--- src/design/wsfe_pkg.sv ---
`timescale 1ns / 1ps
// ----------------------------------------------------------------------------
// wsfe_pkg
// Shared types, constants and helpers of the websocket frame encoder.
// ----------------------------------------------------------------------------
package wsfe_pkg;

    localparam logic       MODE_START   = 1'b0;
    localparam logic       MODE_PAYLOAD = 1'b1;

    localparam logic [1:0] ST_OK        = 2'd0;
    localparam logic [1:0] ST_TOO_LONG  = 2'd1;
    localparam logic [1:0] ST_OVERRUN   = 2'd2;

    localparam logic [15:0] SHORT_MAX   = 16'h007D;
    localparam logic [6:0]  EXT16_CODE  = 7'h7E;
    localparam logic [15:0] LEN_LIMIT   = 16'hFFFF;

    localparam logic [2:0] HDR_SHORT    = 3'd2;
    localparam logic [2:0] HDR_EXT16    = 3'd4;
    localparam logic [3:0] KEY_BYTES    = 4'd4;

    typedef struct packed {
        logic [7:0] out_byte;
        logic       frame_last;
        logic [1:0] status;
    } t_res;

    function automatic logic [7:0] key_byte(input logic [31:0] key, input logic [1:0] pos);
        logic [7:0] b;
        case (pos)
            2'd0:    b = key[31:24];
            2'd1:    b = key[23:16];
            2'd2:    b = key[15:8];
            default: b = key[7:0];
        endcase
        return b;
    endfunction

endpackage

--- src/design/websocket_frame_encoder.sv ---
`timescale 1ns / 1ps
// Websocket frame encoder: a start item (mode 0) emits the frame header one byte
// per cycle while the output queue has space, 2 to 8 bytes (type, length code,
// optional 16-bit length, optional four key bytes), or a single status byte for
// an oversize length, holding the input until its last byte is pushed; a
// payload item (mode 1) emits one masked byte, so payload streams at one byte
// per clock while the output queue has space. The rate is set by the single
// output byte lane. The first output byte passes the input register and then
// the output queue before it is offered. Status 1 flags a length of 65535 or
// more, status 2 a payload byte beyond the announced length.
// ----------------------------------------------------------------------------
// websocket_frame_encoder
// Frame header generation and payload masking with valid/ready channels.
// ----------------------------------------------------------------------------
module websocket_frame_encoder (
    input  logic        i_clk,
    input  logic        i_rst_n,
    input  logic        i_valid,
    output logic        o_ready,
    input  logic        i_mode,
    input  logic [7:0]  i_frame_type,
    input  logic        i_mask_enable,
    input  logic [31:0] i_mask_key,
    input  logic [15:0] i_frame_length,
    input  logic [7:0]  i_payload_byte,
    output logic        o_valid,
    input  logic        i_ready,
    output logic [7:0]  o_out_byte,
    output logic        o_frame_last,
    output logic [1:0]  o_status
);
    import wsfe_pkg::*;

    logic push;
    logic space;
    t_res enc_res;
    t_res out_res;

    wsfe_enc u_enc (
        .i_clk          (i_clk),
        .i_rst_n        (i_rst_n),
        .i_valid        (i_valid),
        .o_ready        (o_ready),
        .i_mode         (i_mode),
        .i_frame_type   (i_frame_type),
        .i_mask_enable  (i_mask_enable),
        .i_mask_key     (i_mask_key),
        .i_frame_length (i_frame_length),
        .i_payload_byte (i_payload_byte),
        .i_space        (space),
        .o_push         (push),
        .o_res          (enc_res)
    );

    wsfe_obuf u_obuf (
        .i_clk   (i_clk),
        .i_rst_n (i_rst_n),
        .i_push  (push),
        .i_res   (enc_res),
        .o_space (space),
        .o_valid (o_valid),
        .i_ready (i_ready),
        .o_res   (out_res)
    );

    assign o_out_byte   = out_res.out_byte;
    assign o_frame_last = out_res.frame_last;
    assign o_status     = out_res.status;

endmodule

--- src/design/wsfe_enc.sv ---
`timescale 1ns / 1ps
// ----------------------------------------------------------------------------
// wsfe_enc
// Input register, header byte sequencer, payload masking and frame state.
// ----------------------------------------------------------------------------
module wsfe_enc (
    input  logic              i_clk,
    input  logic              i_rst_n,
    input  logic              i_valid,
    output logic              o_ready,
    input  logic              i_mode,
    input  logic [7:0]        i_frame_type,
    input  logic              i_mask_enable,
    input  logic [31:0]       i_mask_key,
    input  logic [15:0]       i_frame_length,
    input  logic [7:0]        i_payload_byte,
    input  logic              i_space,
    output logic              o_push,
    output wsfe_pkg::t_res    o_res
);
    import wsfe_pkg::*;

    logic        r_in_vld;
    logic        r_mode;
    logic [7:0]  r_type;
    logic        r_men;
    logic [31:0] r_key;
    logic [15:0] r_len;
    logic [7:0]  r_pay;
    logic [2:0]  r_idx;

    logic [31:0] r_key_store;
    logic        r_masking_on;
    logic [1:0]  r_key_pos;
    logic [15:0] r_rem;

    logic        too_long;
    logic        short_len;
    logic        empty;
    logic [2:0]  hdr_len;
    logic [3:0]  n_bytes;
    logic        last_step;
    logic [2:0]  key_off;
    logic [7:0]  hdr_key;
    logic [7:0]  hdr_byte;
    logic        fire;
    logic        consume;
    logic        accept;
    t_res        res;

    always_comb begin
        too_long  = (r_len == LEN_LIMIT);
        short_len = (r_len <= SHORT_MAX);
        empty     = (r_len == 16'd0);
        hdr_len   = short_len ? HDR_SHORT : HDR_EXT16;
        n_bytes   = too_long ? 4'd1 : ({1'b0, hdr_len} + (r_men ? KEY_BYTES : 4'd0));
        last_step = ({1'b0, r_idx} == (n_bytes - 4'd1));
        key_off   = r_idx - hdr_len;
        hdr_key   = key_byte(r_key, key_off[1:0]);
        case (r_idx)
            3'd0:    hdr_byte = r_type;
            3'd1:    hdr_byte = short_len ? {r_men, r_len[6:0]} : {r_men, EXT16_CODE};
            3'd2:    hdr_byte = short_len ? hdr_key : r_len[15:8];
            3'd3:    hdr_byte = short_len ? hdr_key : r_len[7:0];
            default: hdr_byte = hdr_key;
        endcase

        if (r_mode == MODE_START) begin
            if (too_long) begin
                res.out_byte   = 8'd0;
                res.frame_last = 1'b1;
                res.status     = ST_TOO_LONG;
            end else begin
                res.out_byte   = hdr_byte;
                res.frame_last = empty && last_step;
                res.status     = ST_OK;
            end
        end else if (r_rem == 16'd0) begin
            res.out_byte   = 8'd0;
            res.frame_last = 1'b0;
            res.status     = ST_OVERRUN;
        end else begin
            res.out_byte   = r_pay ^ (r_masking_on ? key_byte(r_key_store, r_key_pos) : 8'd0);
            res.frame_last = (r_rem == 16'd1);
            res.status     = ST_OK;
        end

        fire    = r_in_vld && i_space;
        consume = fire && ((r_mode == MODE_PAYLOAD) || last_step);
        accept  = i_valid && o_ready;
    end

    assign o_ready = !r_in_vld || consume;
    assign o_push  = fire;
    assign o_res   = res;

    always_ff @(posedge i_clk) begin
        if (!i_rst_n) begin
            r_in_vld     <= 1'b0;
            r_idx        <= 3'd0;
            r_key_store  <= 32'd0;
            r_masking_on <= 1'b0;
            r_key_pos    <= 2'd0;
            r_rem        <= 16'd0;
        end else begin
            if (accept) begin
                r_in_vld <= 1'b1;
            end else if (consume) begin
                r_in_vld <= 1'b0;
            end

            if (fire && (r_mode == MODE_START)) begin
                r_idx <= last_step ? 3'd0 : r_idx + 3'd1;
                if (r_idx == 3'd0) begin
                    r_key_pos <= 2'd0;
                    if (too_long) begin
                        r_rem        <= 16'd0;
                        r_masking_on <= 1'b0;
                    end else begin
                        r_rem        <= r_len;
                        r_masking_on <= r_men;
                        r_key_store  <= r_key;
                    end
                end
            end

            if (fire && (r_mode == MODE_PAYLOAD) && (r_rem != 16'd0)) begin
                r_key_pos <= r_key_pos + 2'd1;
                r_rem     <= r_rem - 16'd1;
            end
        end
    end

    always_ff @(posedge i_clk) begin
        if (accept) begin
            r_mode <= i_mode;
            r_type <= i_frame_type;
            r_men  <= i_mask_enable;
            r_key  <= i_mask_key;
            r_len  <= i_frame_length;
            r_pay  <= i_payload_byte;
        end
    end

endmodule

--- src/design/wsfe_obuf.sv ---
`timescale 1ns / 1ps
// ----------------------------------------------------------------------------
// wsfe_obuf
// Two-entry output queue that decouples the encoder from downstream stalls.
// ----------------------------------------------------------------------------
module wsfe_obuf (
    input  logic              i_clk,
    input  logic              i_rst_n,
    input  logic              i_push,
    input  wsfe_pkg::t_res    i_res,
    output logic              o_space,
    output logic              o_valid,
    input  logic              i_ready,
    output wsfe_pkg::t_res    o_res
);
    import wsfe_pkg::*;

    t_res       r_mem [2];
    logic       r_wp;
    logic       r_rp;
    logic [1:0] r_cnt;
    logic       pop;

    assign o_space = (r_cnt != 2'd2);
    assign o_valid = (r_cnt != 2'd0);
    assign o_res   = r_mem[r_rp];
    assign pop     = o_valid && i_ready;

    always_ff @(posedge i_clk) begin
        if (!i_rst_n) begin
            r_wp  <= 1'b0;
            r_rp  <= 1'b0;
            r_cnt <= 2'd0;
        end else begin
            if (i_push) begin
                r_wp <= ~r_wp;
            end
            if (pop) begin
                r_rp <= ~r_rp;
            end
            if (i_push && !pop) begin
                r_cnt <= r_cnt + 2'd1;
            end else if (pop && !i_push) begin
                r_cnt <= r_cnt - 2'd1;
            end
        end
    end

    always_ff @(posedge i_clk) begin
        if (i_push) begin
            r_mem[r_wp] <= i_res;
        end
    end

endmodule
--- config.mk ---
export PLATFORM = sky130hd
export DESIGN_NAME = websocket_frame_encoder
export DESIGN_NICKNAME = d
export VERILOG_FILES = /design/src/design/wsfe_pkg.sv /design/src/design/websocket_frame_encoder.sv /design/src/design/wsfe_enc.sv /design/src/design/wsfe_obuf.sv
export SDC_FILE = /design/constraint.sdc
export NUM_CORES = 1
export LEC_CHECK = 0
export ABC_AREA = 1
export BUFFER_PORTS_ARGS = -buffer_cell sky130_fd_sc_hd__buf_2
export CAP_MARGIN = 10
export CORE_ASPECT_RATIO = 1.75
export CORE_MARGIN = 1
export CORE_UTILIZATION = 35
export CTS_BUF_LIST = sky130_fd_sc_hd__clkbuf_8 sky130_fd_sc_hd__clkbuf_16
export DETAILED_ROUTE_END_ITERATION = 7
export SLEW_MARGIN = 20
export SYNTH_ARGS = -nofsm -noshare
export SYNTH_HDL_FRONTEND = slang
export SYNTH_SLANG_ARGS = --single-unit
--- constraint.sdc ---
create_clock -name i_clk -period 7.6 [get_ports i_clk]
set_clock_uncertainty 0.2 [all_clocks]
set_input_delay 0.76 -clock i_clk [delete_from_list [all_inputs] [get_ports i_clk]]
set_output_delay 0.76 -clock i_clk [all_outputs]
set_load 0.05 [all_outputs]
# Yosys cells after proc, flatten, opt, wreduce, memory -nomap -nowiden
# Memories as Yosys holds them, arrays and structs flattened. A register that Yosys moved wholly into a read port is not among the register bits.
# Index checks and enable logic that the tools add are counted.
[op_classes]
n_reduce_logical = 29
n_bitwise = 5
add_sub_neg = 8
n_mux = 32
eq_ne = 11
magnitude_cmp = 1
n_mul = 0
div = 0
shift = 0
[op_table]
columns = ["cell", "n"]
rows = [
  ["$mux W16", 4],
  ["$pmux W8 S3", 2],
  ["$mux W8", 5],
  ["$mux W11", 3],
  ["$logic_not A16 Y1", 2],
  ["$pmux W8 S4", 1],
  ["$eq A16 B1 Y1 const B", 1],
  ["$eq A16 B16 Y1 const B", 1],
  ["$le A16 B7 Y1 const B", 1],
  ["$reduce_bool A16 Y1", 1],
  ["$sub A16 B1 Y16 const B", 1],
  ["$logic_and A1 B1 Y1", 10],
  ["$mux W2", 5],
  ["$reduce_bool A2 Y1", 5],
  ["$mux W3", 3],
  ["$xor A8 B8 Y8", 1],
  ["$mux W1", 7],
  ["$mux W7", 1],
  ["$eq A3 B2 Y1 const B", 2],
  ["$add A2 B1 Y2 const B", 2],
  ["$add A3 B3 Y4", 1],
  ["$eq A2 B1 Y1 const B", 2],
  ["$eq A2 B2 Y1 const B", 2],
  ["$eq A3 B4 Y1", 1],
  ["other kinds (14)", 22],
]
[totals]
memories = 1
mem_bits_rw = 22
rom_bits = 0
input_bits = 70
latchBits = 0
elab_cells = 102
out_inout_bits = 13
ff_bits = 125
[mem_list]
columns = ["memory", "depth", "width", "read_ports", "rd_clocked_by_memory_dff", "write_ports", "line", "source"]
rows = [
  ["u_obuf.r_mem", 2, 11, 1, 1, 1, "wsfe_obuf.sv:18", "t_res r_mem [2];"],
]

# Longest topological paths before layout
# Gate-level depths: netlist (run 1).
[logic_depth]
word_depth = 11
ltp_mapped = 15
depth_no_buf = 14

# Modules after synthesis
# Synthesis (run 1) repeated with hierarchy kept, for this count alone.
[hier_totals]
cells_unflattened = 781
hier_area_um2 = 7021.7
[by_module_without_submodules]
columns = ["module", "cells_per_inst", "seq_area_each_um2", "area_each_um2", "instances"]
rows = [
  ["wsfe_enc", 711, 3083.0, 5950.7, 1],
  ["wsfe_obuf", 70, 760.7, 1071.0, 1],
]

# Least setup slack after synthesis (run 1)
# OpenSTA, ideal clock, no wires.
[synth_timing]
path_kind = "register -> register"
startpoint = "reg u_enc.r_len[13]"
endpoint = "reg u_enc.r_key[0], enable pin"
synth_period_minus_slack_ps = 5686
arrival_time_ps = 4974
path_stages_with_launch = 15
path_buffers = 2
path_slack_ps = 1914
t_required_ps = 6888
setup_time_ps = 512
cell_sequence = "edfxtp_1 nor2_1 nand2_1 nor2_2 nand3_2 buf_6 buf_6 ha_1 inv_1 nand3_1 nand2_1 nand2_1 nor2_1 nand3_1 a21oi_1"
[synth_via]
elab_chain_cells = 10
word_cells_on_any_way = 11
cone_classes = "2 x add/sub; 1 x order compare; 2 x eq/ne; 2 x mux; 4 x reduce/logical"
[synth_lines]
columns = ["element", "line", "source"]
rows = [
  ["from (decl)", "wsfe_enc.sv:28", "logic [15:0] r_len;"],
  ["from (signal assigned)", "wsfe_enc.sv:140", "r_len <= i_frame_length;"],
  ["$le A16 B7 Y1", "wsfe_enc.sv:53", "short_len = (r_len <= SHORT_MAX);"],
  ["$mux W3", "wsfe_enc.sv:55", "hdr_len = short_len ? HDR_SHORT : HDR_EXT16;"],
  ["$add A3 B3 Y4", "wsfe_enc.sv:56", "n_bytes = too_long ? 4'd1 : ({1'b0, hdr_len} + (r_men ? KEY_BYTES : 4'd0));"],
  ["$mux W4 *", "wsfe_enc.sv:56", ""],
  ["$sub A4 B1 Y4 *", "wsfe_enc.sv:57", "last_step = ({1'b0, r_idx} == (n_bytes - 4'd1));"],
  ["$eq A3 B4 Y1 *", "wsfe_enc.sv:57", ""],
  ["$logic_or A1 B1 Y1 *", "wsfe_enc.sv:89", "consume = fire && ((r_mode == MODE_PAYLOAD) || last_step);"],
  ["$logic_and A1 B1 Y1 *", "wsfe_enc.sv:89", ""],
  ["$logic_or A1 B1 Y1 *", "wsfe_enc.sv:93", "assign o_ready = !r_in_vld || consume;"],
  ["$logic_and A1 B1 Y1 *", "wsfe_enc.sv:90", "accept = i_valid && o_ready;"],
  ["named net u_enc.accept", "wsfe_enc.sv:48", "logic accept;"],
  ["to (signal assigned)", "wsfe_enc.sv:139", "r_key <= i_mask_key;"],
  ["to (decl)", "wsfe_enc.sv:27", "logic [31:0] r_key;"],
]
# The timed path passes the listed nets; every way through them passes the cells marked *.
# A chain may end at the register's enable or synchronous reset.

# Final worst setup path (run 1)
[layout_timing]
startpoint = "reg u_enc.r_len[12]"
endpoint = "out o_ready"
[layout_via]
elab_chain_cells = 9
word_cells_on_any_way = 10
cone_classes = "2 x add/sub; 1 x order compare; 2 x eq/ne; 2 x mux; 3 x reduce/logical"
[layout_lines]
columns = ["element", "line", "source"]
rows = [
  ["$le A16 B7 Y1", "wsfe_enc.sv:53", ""],
  ["$mux W3", "wsfe_enc.sv:55", ""],
  ["$add A3 B3 Y4", "wsfe_enc.sv:56", ""],
  ["$mux W4 *", "wsfe_enc.sv:56", ""],
  ["$sub A4 B1 Y4 *", "wsfe_enc.sv:57", ""],
  ["$eq A3 B4 Y1 *", "wsfe_enc.sv:57", ""],
  ["$logic_or A1 B1 Y1 *", "wsfe_enc.sv:89", ""],
  ["$logic_and A1 B1 Y1 *", "wsfe_enc.sv:89", ""],
  ["$logic_or A1 B1 Y1 *", "wsfe_enc.sv:93", ""],
  ["to (decl)", "websocket_frame_encoder.sv:19", "output logic o_ready,"],
]
# Mark *: on every way between the ends. The rest lies on a longest branch, timed or not.

==> flow_metrics.tcl, run 1 <==
set metrics [dict create \
    status "complete, no violations" \
    crit_fanout 20 \
    synthMuxAreaShare_pct 1.774 \
    power_density_mw_per_mm2 295.5 \
    die_x_um 108.8 \
    synthArstFlopShare_pct 0 \
    regToRegSetupSlack_ns 4.04 \
    syn_to_final_growth_pct 16.63 \
    post-cts-setup-buffers 0 \
    place_hpwl_um 13340 \
    diodes 0 \
    whs_endpoint "u_enc.r_key_store[15]" \
    drc 0 \
    synth_top_cell_area_share_pct 37.84 \
    rsz0062_at_grt "false" \
    r2r_cells 13 \
    synth.avg_cell_area_um2 8.952 \
    tns_ns 0 \
    synth-edff-count 88 \
    dieArea_mm2 0.02054 \
    setup_viol 0 \
    max_freq_ghz 0.2532 \
    io_pins 83 \
    htreeDepth 4 \
    grt_pass1_wl_um 28040 \
    hold_violations 0 \
    instances_no_fill 1114 \
    nets 939 \
    vias 5433 \
    synth_xor_area_share_pct 2.007 \
    dp_cells 1082 \
    grt_usage_pct 18.55 \
    gp_congestion 0.8682 \
    reg2reg_from "u_enc.r_len[12]" \
    critical_path.startpoint_type "flop" \
    row_count 68 \
    clkTransAtPathRegs_ns 0.06 \
    grt_max_degree 67 \
    p_leak_nw 3.362 \
    wl_per_cell_um 16.21 \
    antenna_found_initial 0 \
    required_ns 6.64 \
    hold_start "u_enc.r_key_store[15]" \
    portBuffers 82 \
    yosys_warnings 0 \
    ys_ff_latch 148 \
    cts_buffer_depth 2 \
    core_mm2 0.01965 \
    drt_pass1_iterations 5 \
    syn_nets 863 \
    overflow 0 \
    synth_area_mm2 0.006983 \
    numCtsBuffers 17 \
    drive_gt1_share_pct 17.38 \
    ys_types 43 \
    synth_compound_area_share_pct 12.09 \
    die_h_um 188.9 \
    synthTopCellsByArea "edfxtp_1 38%, dfxtp_1 17%, nand2_1 10%" \
    synth_top_family_by_area "simple AND/OR/NAND/NOR gates" \
    clock_latency_ns 0.42 \
    fin_crit_ns 3.950 \
    finalCritPeriodShare_pct 51.97 \
    start_util_pct 35.53 \
    synthAdderAreaFrac_pct 2.329 \
    postCtsResizedCells 0 \
    ant_nets 0 \
    dr.max_layer_used "met4" \
    cap_violations 0 \
    drt_iter0_markers 341 \
    place_ws_ns 4.057 \
    crit_type "reg -> out" \
    wl_um 18060 \
    yosysTopAreaCell "edfxtp_1" \
    dominantRegCellSynth "edfxtp_1" \
    clock_sinks 148 \
    wl_met1_um 6882 \
    hold_class "reg -> reg" \
    root_buffer "clkbuf_16" \
    wl_met3_um 494 \
    cts_tree "done" \
    synth-simple-area-share_pct 21.27 \
    wl_met2_um 9813 \
    critPathArrivalTime_ns 2.99 \
    hold_depth 2 \
    worstSetupEndpointType "output port" \
    reg2reg_to "u_enc.r_pay[2]" \
    setup_slack_ns 3.650 \
    hold_buffers 0 \
    grt_pass1_vias 5307 \
    irDropWorstVdd_mv 0.1566 \
    slew_headroom_pct 36.55 \
    drv_slew 0 \
    worstMarginPinSlew_ns 0.9482 \
    whs_ns 0.2868 \
    seq_area_frac_synth_pct 55.04 \
    vias_per_cell 4.877 \
    synthCells 780 \
]
==> layer usage <==
metal / GRT usage [%] / up-vias
met5: 0 / -
met4: 11.07 / 0
met3: 2.788 / 41
met2: 33.45 / 122
met1: 19.93 / 2494
li1: - / 2776
==> worst max-delay path, stage by stage (launching register included) <==
cell and delay [ns]:
edfxtp_1 0.45, nor2_1 0.12, nand2_1 0.08, nor2_2 0.15
nand3_2 0.37, ha_1 0.43, inv_1 0.07, nand3_1 0.07
nand2_1 0.08, nand2_1 0.04, nor2_1 0.12, nand3_1 0.15
nand2_1 0.15, buf_2 0.28
==> layout by cell type (no fill, tap or decap), types with 6 or more instances in the layout <==
master | netlist | routed
a21oi_1 | 35 | 34
a31oi_1 | 15 | 15
buf_2 | 6 | 82
clkbuf_16 | 0 | 17
dfxtp_1 | 60 | 60
edfxtp_1 | 88 | 88
ha_1 | 13 | 13
inv_1 | 51 | 52
mux2_2 | 11 | 11
nand2_1 | 186 | 186
nand3_1 | 33 | 33
nor2_1 | 104 | 104
nor3_1 | 6 | 6
o21ai_0 | 91 | 91
xor2_1 | 13 | 13
==> sequential cells by signal, indices dropped and copies added, names as in the netlist, named ones only <==
| name | cells |
|---|---|
| u_enc.r_key | 32 |
| u_enc.r_key_store | 32 |
| u_obuf.r_mem | 22 |
| u_enc.r_len | 16 |
| u_enc.r_rem | 16 |
| u_enc.r_pay | 8 |
| u_enc.r_type | 8 |
| u_enc.r_idx | 3 |
| u_enc.r_key_pos | 2 |
| u_obuf.r_cnt | 2 |
| u_enc.r_in_vld | 1 |
| u_enc.r_masking_on | 1 |
| u_enc.r_men | 1 |
| u_enc.r_mode | 1 |
| u_obuf.r_rp | 1 |
| u_obuf.r_wp | 1 |
==> final cells by class <==
| class | count | area, um2 |
|---|---|---|
| inverters | 61 | 236.5 |
| clock buffers | 17 | 425.4 |
| flip-flops and latches | 148 | 3844 |
| fillers | 1945 | 11510 |
| clock inverters | 15 | 146.4 |
| well taps | 245 | 306.5 |
| repair buffers | 83 | 417.9 |
| multi-input cells | 545 | 2768 |
==> through the flow <==
stage	power, mW	cell area, um2	util, %
after CTS	2.429	8144	41.44
final	2.406	8144	41.44
after global placement	1.606	7572	38.53
after floorplan	1.462	6983	-
after global routing	2.526	8144	41.44
after detailed placement	1.611	7572	38.53
==> cells by family after synthesis <==
group | after synthesis
buffers and inverters | 87
XOR/XNOR | 16
adder cells (fa/ha/maj) | 13
multiplexers | 11
AO/OA/AOI/OAI | 154
AND/OR/NAND/NOR | 351
flip-flops | 148
==> worst max-delay path by stage <==
| stage | slack [ns] | cells after the start | from | endpoint |
|---|---|---|---|---|
| floorplan | 1.91 | 14 | u_enc.r_len[13] | u_enc.r_key[0] |
| global placement | 4.07 | 13 | u_enc.r_len[14] | u_enc.r_len[14] |
| detailed placement | 4.06 | 13 | u_enc.r_len[14] | u_enc.r_len[12] |
| CTS | 3.66 | 13 | u_enc.r_len[12] | o_ready |
| global route | 3.44 | 13 | u_enc.r_len[14] | o_ready |
| finish | 3.65 | 13 | u_enc.r_len[12] | o_ready |
==> where the power goes <==
part | leakage (nW) | total (mW) | internal (mW) | switching [mW]
Combinational | 1.76 | 0.570 | 0.178 | 0.392
Clock | 0.274 | 0.813 | 0.459 | 0.354
Sequential | 1.33 | 1.02 | 0.957 | 0.0671
==> synth_stat cells, types with 3 or more instances <==
cell	n
nor2_2	3
xor2_1	13
inv_2	5
a31oi_1	15
dfxtp_1	60
edfxtp_1	88
xnor2_1	3
o21ai_0	91
a21oi_1	35
o211ai_1	3
nand2_1	186
clkbuf_1	10
nor2_1	104
mux2_2	11
buf_6	5
nand3_1	33
o21ai_1	3
inv_1	51
ha_1	13
nor3_1	6
nand4_1	5
buf_2	6
buf_1	4
Power figures use the tool's default switching activity.
==> run 2, diff against run 1 <==
--- a/config.mk
+++ b/config.mk
@@ -5,7 +5,7 @@
 export SDC_FILE = /design/constraint.sdc
 export NUM_CORES = 1
 export LEC_CHECK = 0
-export ABC_AREA = 1
+export ABC_AREA = 0
 export BUFFER_PORTS_ARGS = -buffer_cell sky130_fd_sc_hd__buf_2
 export CAP_MARGIN = 10
 export CORE_ASPECT_RATIO = 1.75
==> constraint.sdc (replaced) <==
create_clock -name i_clk -period 3.88 [get_ports i_clk]
set_clock_uncertainty 0.2 [all_clocks]
set_input_delay 0.388 -clock i_clk [delete_from_list [all_inputs] [get_ports i_clk]]
set_output_delay 0.388 -clock i_clk [all_outputs]
set_load 0.05 [all_outputs]
==> run 2 against run 1 <==
Against the previous run: the run now ends with negative setup slack left; sequential power rose by 96%; cell count is 3.7% lower; die area shrank 0.96%; hold slack got worse by 0.26 ns; via count is 8.7% higher; non-clock buffer count up 101; first-iteration DRC count increased by 59%; critical path type unchanged; largest power group unchanged; highest routed layer unchanged.
==> flow_metrics.tcl, run 2 <==
set metrics [dict create \
    setup_slack_ns -0.1066 \
    cp_cell_sequence "or4_4, or3_4, nor2_4, inv_2, ha_4, xnor2_2, a2111oi_4, buf_4, o2bb2ai_4, o41ai_4, buf_6" \
    critPathArrivalTime_ns 3.40 \
    dominantRegCellSynth "edfxtp_1" \
    numCtsBuffers 17 \
    rsz0062_at_grt "true" \
    drt_iter0_markers 542 \
    required_ns 3.29 \
    io_pins 83 \
    grt_max_degree 57 \
    die_h_um 188.0 \
    place_hpwl_um 13940 \
    drive_gt1_share_pct 23.44 \
    crit_fanout 3 \
    synth-edff-count 88 \
    synthTopCellsByArea "edfxtp_1 38%, dfxtp_1 17%, nand2_1 6.7%" \
    max_stage_delay_ns 0.54 \
    cap_violations 0 \
    dp_cells 967 \
    final_common_cell "nand2_1" \
    setup_viol 1 \
    grt_pass1_vias 5990 \
    hold_violations 0 \
    root_buffer "clkbuf_16" \
    drc 0 \
    ant_nets 0 \
    overflow 0 \
    antenna_found_initial 0 \
    cts_tree "done" \
    reg2reg_from "u_enc.r_len[10]" \
    clkTransAtPathRegs_ns 0.06 \
    core_mm2 0.01928 \
    dieArea_mm2 0.02035 \
    fill_cells 1809 \
    yosys_warnings 0 \
    clock_sinks 148 \
    crit_slowest_cell "or4_4" \
    cts_buffer_depth 2 \
    instances_no_fill 1073 \
    seq_area_frac_synth_pct 55.58 \
    hold_start "i_valid" \
    critPathLaunch "u_enc.r_len[10]" \
    max_freq_ghz 0.2508 \
    wl_um 20150 \
    ys_ff_latch 148 \
    worstMarginPinSlew_ns 0.9383 \
    syn_to_final_growth_pct 31.74 \
    top_regs "u_enc.r_key (32), u_enc.r_key_store (32), u_obuf.r_mem (22)" \
    regArea_mm2 0.003844 \
    clock_latency_ns 0.43 \
    whs_ns 0.02629 \
    synthCells 655 \
    nets 902 \
    hold_class "in -> reg" \
    tns_ns -0.1066 \
    wl_per_cell_um 18.78 \
    failed_checks "negative setup slack" \
    post_dp_cell_area_mm2 0.007740 \
    syn_nets 738 \
    drt_pass1_iterations 6 \
    place_ws_ns 0.08568 \
    synth.avg_cell_area_um2 10.56 \
    row_count 67 \
    htreeDepth 4 \
    worstSetupEndpointType "output port" \
    vias_per_cell 5.504 \
    synth_area_mm2 0.006915 \
    ys_types 67 \
    yosysTopAreaCell "edfxtp_1" \
    power_density_mw_per_mm2 526.5 \
    gp_congestion 0.9493 \
    synth_most_common_cell "nand2_1" \
    portBuffers 82 \
    finalInstanceArea_mm2 0.009110 \
    synth_top_cell_area_share_pct 38.21 \
    fin_crit_ns 3.987 \
    irDropWorstVdd_mv 0.4237 \
    status "finished, violations left" \
    p_leak_nw 3.382 \
    synthArstFlopShare_pct 0 \
    drv_slew 0 \
    die_x_um 108.3 \
    slew_headroom_pct 37.22 \
    crit_type "reg -> out" \
    finalCritPeriodShare_pct 102.7 \
    synthTopCellsByCount "123 x nand2_1, 88 x edfxtp_1, 64 x a21oi_1, 60 x dfxtp_1, 29 x clkbuf_1" \
    grt_usage_pct 20.92 \
    start_util_pct 35.87 \
    critical_path.startpoint_type "flop" \
    final_cell_mix "123 x nand2_1, 88 x edfxtp_1, 81 x buf_2, 66 x dlygate4sd3_1, 64 x a21oi_1" \
    multi_input_area_mm2 0.002937 \
    grt_pass1_wl_um 31650 \
    diodes 0 \
    vias 5906 \
]
## run 2: cell count changes after synthesis, sizes merged, moves of 10 or more
cell    before  now
nor2       109   25
a222oi       0   14
a21oi       38   64
o21ai       95   23
a22oi        0   10
or3          0   10
nand4        5   21
clkbuf      10   29
nand3       35   11
nand2      192  123
inv         57   13
## run 2: final cells by class
cell class	instances	area share, %
Sequential cell	148	42.19
Multi-Input combinational cell	453	32.23
Timing Repair Buffer	184	15.20
Clock buffer	17	4.670
Tap cell	241	3.310
Clock inverter	15	1.772
Inverter	15	0.6180
## run 2: logic make-up after synthesis
| group | Yosys count | share of synthesized area (%) |
|---|---|---|
| xor gates and xnor gates | 14 | 1.773 |
| adders and majority gates | 13 | 2.352 |
| DFF | 148 | 55.58 |
| muxes | 21 | 3.727 |
| buffers and inverters | 54 | 3.094 |
| and+or+nand+nor | 229 | 16.27 |
| AOI/OAI and AO/OA | 176 | 17.21 |
## run 2: path summary, 6_finish.rpt
path                                              end  slack (ns)  cells past startpoint
worst max-delay path                          o_ready       -0.11                     11
worst min-delay path                   u_enc.r_in_vld        0.03                      3
worst max register to register        u_enc.r_type[3]        0.11                     12
worst min register to register  u_enc.r_key_store[22]        0.25                      2
## run 2: metrics by stage
step / util, % / power, mW
after global placement: 40.14 / 3.115
final: 47.25 / 4.796
after CTS: 47.13 / 4.823
after detailed placement: 40.14 / 3.128
after floorplan: - / 2.777
after global routing: 47.25 / 5.001
## run 2: worst max-delay path, delay by kind of cell (launching register included)
family                   cells  cell delay [ns]
AO/OA/AOI/OAI                3             0.69
XOR/XNOR                     1             0.14
adder cells (fa/ha/maj)      1             0.21
buffers and inverters        3             0.46
flip-flops                   1             0.39
AND/OR/NAND/NOR              3             1.08
## run 2: where the power goes
group	internal, mW	switching (mW)
combinational	0.439	0.717
sequential	1.87	0.134
clock	0.910	0.727
## run 2: routing by layer
layer	part of all wire (%)	track usage (%)
met2	53	37.21
met1	38	22.11
met4	5.8	13.88
met3	4.1	3.476
met5	0	0
## run 2: what timing repair did
action	in CTS	in global routing
endpoints found under the hold margin	66	0
hold buffers	66	0
setup endpoints to repair	1	65
buffers inserted	6	2
gates resized for setup	8	3
gates cloned	0	0
pin swaps	6	3
==> run 3, diff against run 2 <==
--- a/config.mk
+++ b/config.mk
@@ -10,9 +10,10 @@
 export CAP_MARGIN = 10
 export CORE_ASPECT_RATIO = 1.75
 export CORE_MARGIN = 1
-export CORE_UTILIZATION = 35
+export CORE_UTILIZATION = 29
 export CTS_BUF_LIST = sky130_fd_sc_hd__clkbuf_8 sky130_fd_sc_hd__clkbuf_16
 export DETAILED_ROUTE_END_ITERATION = 7
+export SKIP_CTS_REPAIR_TIMING = 1
 export SLEW_MARGIN = 20
 export SYNTH_ARGS = -nofsm -noshare
 export SYNTH_HDL_FRONTEND = slang
==> run 3 against run 2 <==
Against the previous run: the run still ends with negative setup slack left; combinational power is 4% higher; wire length grew 5.6%; clock power about the same; critical path depth down 1; core utilization down 7.3 points; first-iteration DRC count is 16% lower; setup slack worse by 0.14 ns; design area up 2.3%; power rose by 1.8%; flip-flop and latch count unchanged; sequential power barely moved; largest cell class unchanged.
==> flow_metrics.tcl, run 3 (synthesis results as in run 2) <==
set metrics [dict create \
    instances_no_fill 1137 \
    drc 0 \
    failed_checks "negative setup slack" \
    gp_congestion 0.9206 \
    start_util_pct 29.64 \
    multi_input_area_mm2 0.002940 \
    die_x_um 118.7 \
    final_cell_mix "123 x nand2_1, 88 x edfxtp_1, 81 x buf_2, 66 x dlygate4sd3_1, 64 x a21oi_1" \
    max_stage_delay_ns 0.59 \
    wl_met2_um 11270 \
    top_regs "u_enc.r_key (32), u_enc.r_key_store (32), u_obuf.r_mem (22)" \
    cts_buffer_depth 2 \
    max_freq_ghz 0.2424 \
    grt_pass1_wl_um 30620 \
    hold_violations 0 \
    htreeDepth 4 \
    drive_gt1_share_pct 23.41 \
    finalCritPeriodShare_pct 106.3 \
    power_mw 4.885 \
    status "finished, violations left" \
    dp_cells 1023 \
    worstMarginPinSlew_ns 0.9172 \
    grt_max_degree 38 \
    critical_path.startpoint_type "flop" \
    slew_headroom_pct 38.57 \
    cts_tree "done" \
    drt_iter0_markers 457 \
    fill_cells 2256 \
    cp_cell_sequence "or4_4, or3_4, nor2_4, inv_2, ha_4, xnor2_4, a2111oi_4, nor2_2, o41ai_4, buf_6" \
    crit_type "reg -> out" \
    wl_met1_um 8021 \
    rsz0062_at_grt "true" \
    setup_slack_ns -0.2452 \
    place_ws_ns 0.09497 \
    crit_buf_inv 2 \
    finalInstanceArea_mm2 0.009318 \
    io_pins 83 \
    dr.max_layer_used "met4" \
    nets 904 \
    crit_slowest_cell "or4_4" \
    clkTransAtPathRegs_ns 0.06 \
    finish.utilization_pct 39.93 \
    wl_met3_um 856 \
    tns_ns -12.17 \
    core_mm2 0.02333 \
    row_count 74 \
    die_h_um 206.3 \
    cap_violations 0 \
    ant_nets 0 \
    clock_latency_ns 0.45 \
    dieArea_mm2 0.02449 \
    vias 5927 \
    syn_to_final_growth_pct 34.74 \
    final_common_cell "nand2_1" \
    hold_class "in -> reg" \
    whs_ns 0.03889 \
    root_buffer "clkbuf_16" \
    overflow 0 \
    diodes 0 \
    crit_fanout 4 \
    p_leak_nw 3.435 \
    irDropWorstVdd_mv 0.3356 \
    place_hpwl_um 14470 \
    regArea_mm2 0.003844 \
    vias_per_cell 5.213 \
    wl_um 21290 \
    drv_slew 0 \
    setup_viol 67 \
    post_dp_cell_area_mm2 0.007766 \
    worstSetupEndpointType "output port" \
    clock_sinks 148 \
    wl_per_cell_um 18.73 \
    numCtsBuffers 17 \
    grt_usage_pct 16.80 \
    antenna_found_initial 0 \
    path_delay_family "simple AND/OR/NAND/NOR gates" \
    fin_crit_ns 4.125 \
    grt_pass1_vias 5530 \
    portBuffers 82 \
    critPathArrivalTime_ns 3.54 \
    required_ns 3.29 \
    drt_pass1_iterations 5 \
    power_density_mw_per_mm2 524.2 \
]
[run 3: cell types whose count changed in the layout (fill, tap and decap cells not counted), moves of 2 or more]
cell | previous run | this run
clkinv_4 | 2 | 0
buf_4 | 33 | 23
clkbuf_16 | 17 | 22
buf_6 | 1 | 6
[run 3: final timing paths]
path                                       startpoint               endpoint  slack, ns  cells after the start
worst min register to register  u_enc.r_key_store[12]  u_enc.r_key_store[12]       0.26                      2
worst min-delay path                          i_valid         u_enc.r_in_vld       0.04                      3
worst max register to register         u_enc.r_len[8]        u_enc.r_key[29]      -0.24                     13
worst max-delay path                   u_enc.r_len[8]                o_ready      -0.25                     10
[run 3: per-layer routing]
layer  up-vias  track usage (%)
met1      2831            17.56
met4         0            11.21
li1       2797                -
met3        75            3.284
met2       224            30.39
met5         -                0
[run 3: layout make-up]
| class | instances | share of cell area [%] |
|---|---|---|
| flip-flops and latches | 148 | 41.25 |
| repair buffers | 185 | 16.17 |
| multi-input cells | 454 | 31.56 |
| inverters | 15 | 0.6043 |
| well taps | 304 | 4.082 |
| clock inverters | 14 | 1.773 |
| clock buffers | 17 | 4.566 |
[run 3: power by group]
| part | switching, mW | leakage (nW) | internal, mW |
|---|---|---|---|
| Combinational | 0.737 | 1.82 | 0.474 |
| Clock | 0.702 | 0.283 | 0.962 |
| Sequential | 0.141 | 1.33 | 1.87 |
| Total | 1.58 | 3.43 | 3.30 |
[run 3: worst min-delay path: cells and delay by family]
family	cells	cell delay (ns)
AOI/OAI and AO/OA	1	0.05
buffers and inverters	2	0.20
